`config.mk`:
```
export PLATFORM = sky130hd
export DESIGN_NAME = nmt_cell
export DESIGN_NICKNAME = d
export VERILOG_FILES = /design/src/hw/rtl/nmt_pkg.sv /design/src/hw/rtl/nmt_cell.sv
export SDC_FILE = /design/constraint.sdc
export NUM_CORES = 1
export LEC_CHECK = 0
export BUFFER_PORTS_ARGS = -buffer_cell sky130_fd_sc_hd__buf_2
export CORE_ASPECT_RATIO = 0.5
export CORE_MARGIN = 10
export CORE_UTILIZATION = 33
export CTS_BUF_LIST = sky130_fd_sc_hd__clkbuf_8 sky130_fd_sc_hd__clkbuf_16
export CTS_CLUSTER_DIAMETER = 120
export DETAILED_ROUTE_END_ITERATION = 8
export GPL_TIMING_DRIVEN = 0
export PLACE_DENSITY = 0.72
export SLEW_MARGIN = 25
export SYNTH_ARGS = -nofsm -noshare
export SYNTH_HDL_FRONTEND = slang
export SYNTH_SLANG_ARGS = --single-unit
```
`constraint.sdc`:
```
create_clock -name clk -period 3 [get_ports clk]
set_clock_uncertainty 0.2 [all_clocks]
set_input_delay 0.15 -clock clk [delete_from_list [all_inputs] [get_ports clk]]
set_output_delay 0.15 -clock clk [all_outputs]
set_load 0.005 [all_outputs]
```
`src/hw/rtl/nmt_pkg.sv`:
```
// Shared types and constants for the node measurement table.
// Holds the search token and commit beat layouts used by the cells and the top level.
// No dependencies.
package nmt_pkg;

  localparam int NMT_NODES_DEF = 16;   // default table depth
  localparam int NMT_NODES_MAX = 256;  // deepest table the index fields cover
  localparam int NMT_IDX_W     = 8;    // index width for the deepest table
  localparam int NMT_KEY_W     = 64;
  localparam int NMT_CNT_W     = 16;
  localparam int NMT_SLOT_W    = 4;
  localparam int NMT_STATUS_W  = 2;

  typedef logic [NMT_IDX_W-1:0] idx_t;
  typedef logic [NMT_KEY_W-1:0] key_t;
  typedef logic [NMT_CNT_W-1:0] cnt_t;
  typedef logic [3:0]           mtype_t;

  // Measurement type codes
  localparam mtype_t MT_CURRENT  = 4'd0;
  localparam mtype_t MT_VOLTAGE  = 4'd1;
  localparam mtype_t MT_ENERGY   = 4'd2;
  localparam mtype_t MT_ACTIVE   = 4'd3;
  localparam mtype_t MT_REACTIVE = 4'd4;
  localparam mtype_t MT_APPARENT = 4'd5;
  localparam mtype_t MT_PF       = 4'd6;
  localparam mtype_t MT_TEMP     = 4'd7;
  localparam mtype_t MT_LIGHT    = 4'd8;

  // Result status codes
  localparam logic [NMT_STATUS_W-1:0] ST_UPDATED  = 2'd0;
  localparam logic [NMT_STATUS_W-1:0] ST_INSERTED = 2'd1;
  localparam logic [NMT_STATUS_W-1:0] ST_FULL     = 2'd2;

  // Search token walking down the cell chain
  typedef struct packed {
    logic valid;
    key_t key;
    logic hit;        // a cell with an equal key was seen
    idx_t hit_idx;
    cnt_t hit_cnt;    // packet counter of that cell
    logic empty;      // a cell with an all-zero key was seen
    idx_t empty_idx;
    cnt_t empty_cnt;
  } tok_t;

  // Write beat broadcast to every cell
  typedef struct packed {
    logic         valid;
    logic         insert;    // also write the key
    idx_t         idx;
    key_t         key;
    logic [15:0]  node_id;
    logic [7:0]   hops;
    mtype_t       meas_type;
    logic [31:0]  meas_value;
    cnt_t         count;     // counter value after the increment
  } cmt_t;

endpackage

```
`src/hw/rtl/nmt_cell.sv`:
```
// One table entry of the node measurement table, a link of the search chain.
// Compares its key against the passing token and applies commit beats for its index.
// Depends on nmt_pkg.
module nmt_cell #(
  parameter int CELL_IDX = 0
) (
  input  logic          clk,
  input  logic          rst_n,
  input  nmt_pkg::tok_t tok_i,
  output nmt_pkg::tok_t tok_o,
  input  nmt_pkg::cmt_t cmt_i
);

  localparam nmt_pkg::idx_t MY_IDX = nmt_pkg::idx_t'(CELL_IDX);

  nmt_pkg::key_t key_r;
  logic [15:0]   node_id_r;
  logic [15:0]   current_r;
  logic [15:0]   voltage_r;
  logic [31:0]   energy_r;
  logic [31:0]   active_r;
  logic [31:0]   reactive_r;
  logic [31:0]   apparent_r;
  logic [15:0]   pf_r;
  logic [7:0]    temp_r;
  logic [15:0]   light_r;
  logic [7:0]    hops_r;
  nmt_pkg::cnt_t packets_r;

  nmt_pkg::tok_t tok_r;
  nmt_pkg::tok_t tok_nxt;
  logic          wr_en;

  // Lowest match and lowest empty win: mark only if nothing earlier did
  always_comb begin
    tok_nxt = tok_i;
    if (tok_i.valid && !tok_i.hit && (key_r == tok_i.key)) begin
      tok_nxt.hit     = 1'b1;
      tok_nxt.hit_idx = MY_IDX;
      tok_nxt.hit_cnt = packets_r;
    end
    if (tok_i.valid && !tok_i.empty && (key_r == '0)) begin
      tok_nxt.empty     = 1'b1;
      tok_nxt.empty_idx = MY_IDX;
      tok_nxt.empty_cnt = packets_r;
    end
  end

  always_ff @(posedge clk) begin
    if (!rst_n) begin
      tok_r <= '0;
    end else begin
      tok_r <= tok_nxt;
    end
  end

  assign tok_o = tok_r;
  assign wr_en = cmt_i.valid && (cmt_i.idx == MY_IDX);

  always_ff @(posedge clk) begin
    if (!rst_n) begin
      key_r      <= '0;
      node_id_r  <= '0;
      current_r  <= '0;
      voltage_r  <= '0;
      energy_r   <= '0;
      active_r   <= '0;
      reactive_r <= '0;
      apparent_r <= '0;
      pf_r       <= '0;
      temp_r     <= '0;
      light_r    <= '0;
      hops_r     <= '0;
      packets_r  <= '0;
    end else if (wr_en) begin
      if (cmt_i.insert) begin
        key_r <= cmt_i.key;
      end
      node_id_r <= cmt_i.node_id;
      hops_r    <= cmt_i.hops;
      packets_r <= cmt_i.count;
      case (cmt_i.meas_type)
        nmt_pkg::MT_CURRENT:  current_r  <= cmt_i.meas_value[15:0];
        nmt_pkg::MT_VOLTAGE:  voltage_r  <= cmt_i.meas_value[15:0];
        nmt_pkg::MT_ENERGY:   energy_r   <= cmt_i.meas_value;
        nmt_pkg::MT_ACTIVE:   active_r   <= cmt_i.meas_value;
        nmt_pkg::MT_REACTIVE: reactive_r <= cmt_i.meas_value;
        nmt_pkg::MT_APPARENT: apparent_r <= cmt_i.meas_value;
        nmt_pkg::MT_PF:       pf_r       <= cmt_i.meas_value[15:0];
        nmt_pkg::MT_TEMP:     temp_r     <= cmt_i.meas_value[7:0];
        nmt_pkg::MT_LIGHT:    light_r    <= cmt_i.meas_value[15:0];
        default: ;  // no measurement stored
      endcase
    end
  end

endmodule

```
==> impl_metrics.py <==
metrics = {
    "cells_and_area": {
        "final_cell_mix": "329 x buf_2, 195 x dlygate4sd3_1, 195 x dfxtp_1, 162 x nand2_1, 98 x a21oi_1",
        "layout.nets": 1572,
        "fillers": 1805,
        "final_layout_size_suffix_gt1_share_pct": 27.85,
        "final_common_cell": "buf_2",
        "syn_to_final_growth_pct": 64.26,
    },
    "run_status": {
        "status": "finished, final reports clean",
    },
    "drt": {
        "ant_nets": 0,
        "avgRoutedWirePerCell_um": 19.68,
        "drtIter0Drc": 770,
        "totalWireLength_um": 31580,
        "viasPerCell": 4.847,
        "first_pass_iters": 5,
        "drc_errors": 0,
        "vias": 7780,
    },
    "placed_design": {
        "hpwl_um": 23670,
        "portBuffers": 320,
        "gp_congestion": 0.8776,
    },
    "timing": {
        "slew_headroom_pct": 55.78,
        "finalHoldViolCount": 0,
        "holdWs_ps": 130.2,
        "tns_ps": 0,
        "maxClockFrequency_mhz": 343.0,
        "fin_crit_ps": 2916,
        "tightest_slew_ps": 646.5,
        "slew_viol_final": 0,
        "setup_viol_count_final": 0,
        "rsz0062_at_grt": "no",
        "post-route-period-util_pct": 97.19,
    },
    "grt": {
        "grt_usage_pct": 21.62,
        "antenna_found_initial": 10,
        "grt_pass1_vias": 7970,
        "grt_overflow": 0,
        "grt_pass1_wl_um": 45890,
        "grt_max_degree": 19,
    },
    "clock_tree": {
        "cts_buffers": 17,
        "cts_buffer_depth": 2,
        "cts_tree": "built",
        "cts.sinks": 195,
        "path_clk_slew_ps": 80,
        "cts_root_buf": "clkbuf_16",
        "cts_setup_buffers": 0,
        "clk_latency_ps": 430,
        "h-tree-depth": 4,
    },
    "logic_synthesis": {
        "yosysTopAreaCell": "dfxtp_1",
        "async_reset_ff_share_pct": 0,
        "mappedNetlistNets": 1038,
        "ys_ff_latch": 195,
        "synth.area.top_cells": "dfxtp_1 56%, nand2_1 8.7%, a21oi_1 7.0%, xnor2_1 6.7%, and2_1 5.7%",
        "ys_warn_count": 0,
        "synth_flop_cell": "dfxtp_1",
        "synth_enable_flop_cells": 0,
        "ys_seq_area_share_pct": 55.59,
        "synth_top_area_share_pct": 55.59,
        "ys_types": 33,
        "syn_inst": 771,
        "syn_area_per_cell_um2": 9.109,
        "synth_area_mm2": 0.007023,
    },
    "critical_path": {
        "crit_required_ps": 3100,
        "rr_startpoint": "key_r[58]",
        "crit_path_max_fanout": 10,
        "crit_path_end_kind": "flop",
        "arrival_ps": 3020,
        "crit_start": "tok_i[108]",
        "critical_path.startpoint_type": "input pin",
        "critPathKind": "in -> reg",
    },
    "power": {
        "power.leakage_nw": 5.019,
        "vdd_drop_max_v": 0.0003062,
        "p_per_area_mw_per_mm2": 493.9,
    },
    "die": {
        "start_util_pct": 33.86,
        "die_height_um": 123.2,
        "rows": 37,
        "die-area_mm2": 0.02787,
        "ios": 382,
        "floorplan.core_area_mm2": 0.02074,
        "dieWidth_um": 226.3,
    },
    "min_path": {
        "min_path_type": "in -> reg",
        "min-delay-start": "cmt_i[148]",
    },
    "flow_run": {
        "maxCapViolCount": 0,
    },
}
[stage by stage]
step | util [%] | setup slack, ps | total power, mW | instance area [um2] | cells
2_1_floorplan | - | 884.5 | 2.915 | 7023 | 771
3_3_place_gp | 43.23 | 369.6 | 3.219 | 8966 | 1364
3_5_place_dp | 43.23 | 284.3 | 3.226 | 8966 | 1364
4_1_cts | 55.45 | 246.3 | 5.713 | 11500 | 1591
5_1_grt | 55.57 | 2.768 | 5.887 | 11530 | 1601
6_report | 55.62 | 84.40 | 5.698 | 11540 | 1605
[power breakdown]
part           total, mW  internal (mW)  switching [mW]  leakage [nW]
registers           2.69           2.67          0.0214          1.60
clock network       2.30           1.20            1.11         0.288
logic              0.702          0.402           0.300          3.13
total               5.70           4.27            1.43          5.02
[critical path, stage by stage]
cell and delay [ps]:
dlygate4sd3_1 530, buf_2 150, xnor2_1 280, o221ai_1 180, a2111oi_0 630, nand4_1 440, clkbuf_1 320, o21ai_0 240
a21oi_1 90
[area by class of cell]
class                   instances  area, um2  area share, %
inverters                      11      41.29         0.3579
clock inverters                14      142.6          1.236
flip-flops and latches        195       3904          33.84
well taps                     273      341.6          2.961
plain buffers                  45      216.5          1.876
multi-input cells             520       2863          24.82
clock buffers                  18      439.2          3.807
repair buffers                515       3553          30.80
diodes                         14      35.03         0.3037
[sequential cells by signal, summed over array words and instances, names as in the netlist]
name / flops
packets_r: 16
tok_o: 115
key_r: 64
[cells by family after synthesis]
family | share of synthesized area, %
simple gates | 22.41
flops | 55.59
compound gates | 8.962
xor+xnor | 7.109
buf+inv | 3.652
mux | 2.280
[path summary, 6_finish.rpt]
kind,cells past startpoint,slack [ps],endpoint
worst max-delay path,9,80,tok_o[39]
worst min-delay path,4,130,key_r[2]
worst max register to register,7,100,tok_o[39]
worst min register to register,2,280,key_r[56]
[layer usage]
metal  routed length [um]  track usage, %
met5                    0               0
met4                 1021           8.996
met3                 2069           4.136
met2                16160           38.47
met1                12330           25.40
[synthesized netlist by cell type (9+ instances only)]
cell type and number:
xnor2_1 54, inv_1 9, dfxtp_1 195, and2_1 64
nor2_1 21, nand2_1 162, nor4_1 19, buf_2 9
o21ai_0 16, a21oi_1 98, nand3_1 18, nand4_1 17
and3_1 16, mux2i_1 16, clkbuf_1 32
[timing repair]
action | in CTS | in global routing
gates resized for setup | 0 | 2
hold buffers | 195 | 0
hold endpoints to repair | 195 | 0
setup endpoints to repair | 0 | 8
Note: power is estimated with default switching activity, not from simulation.
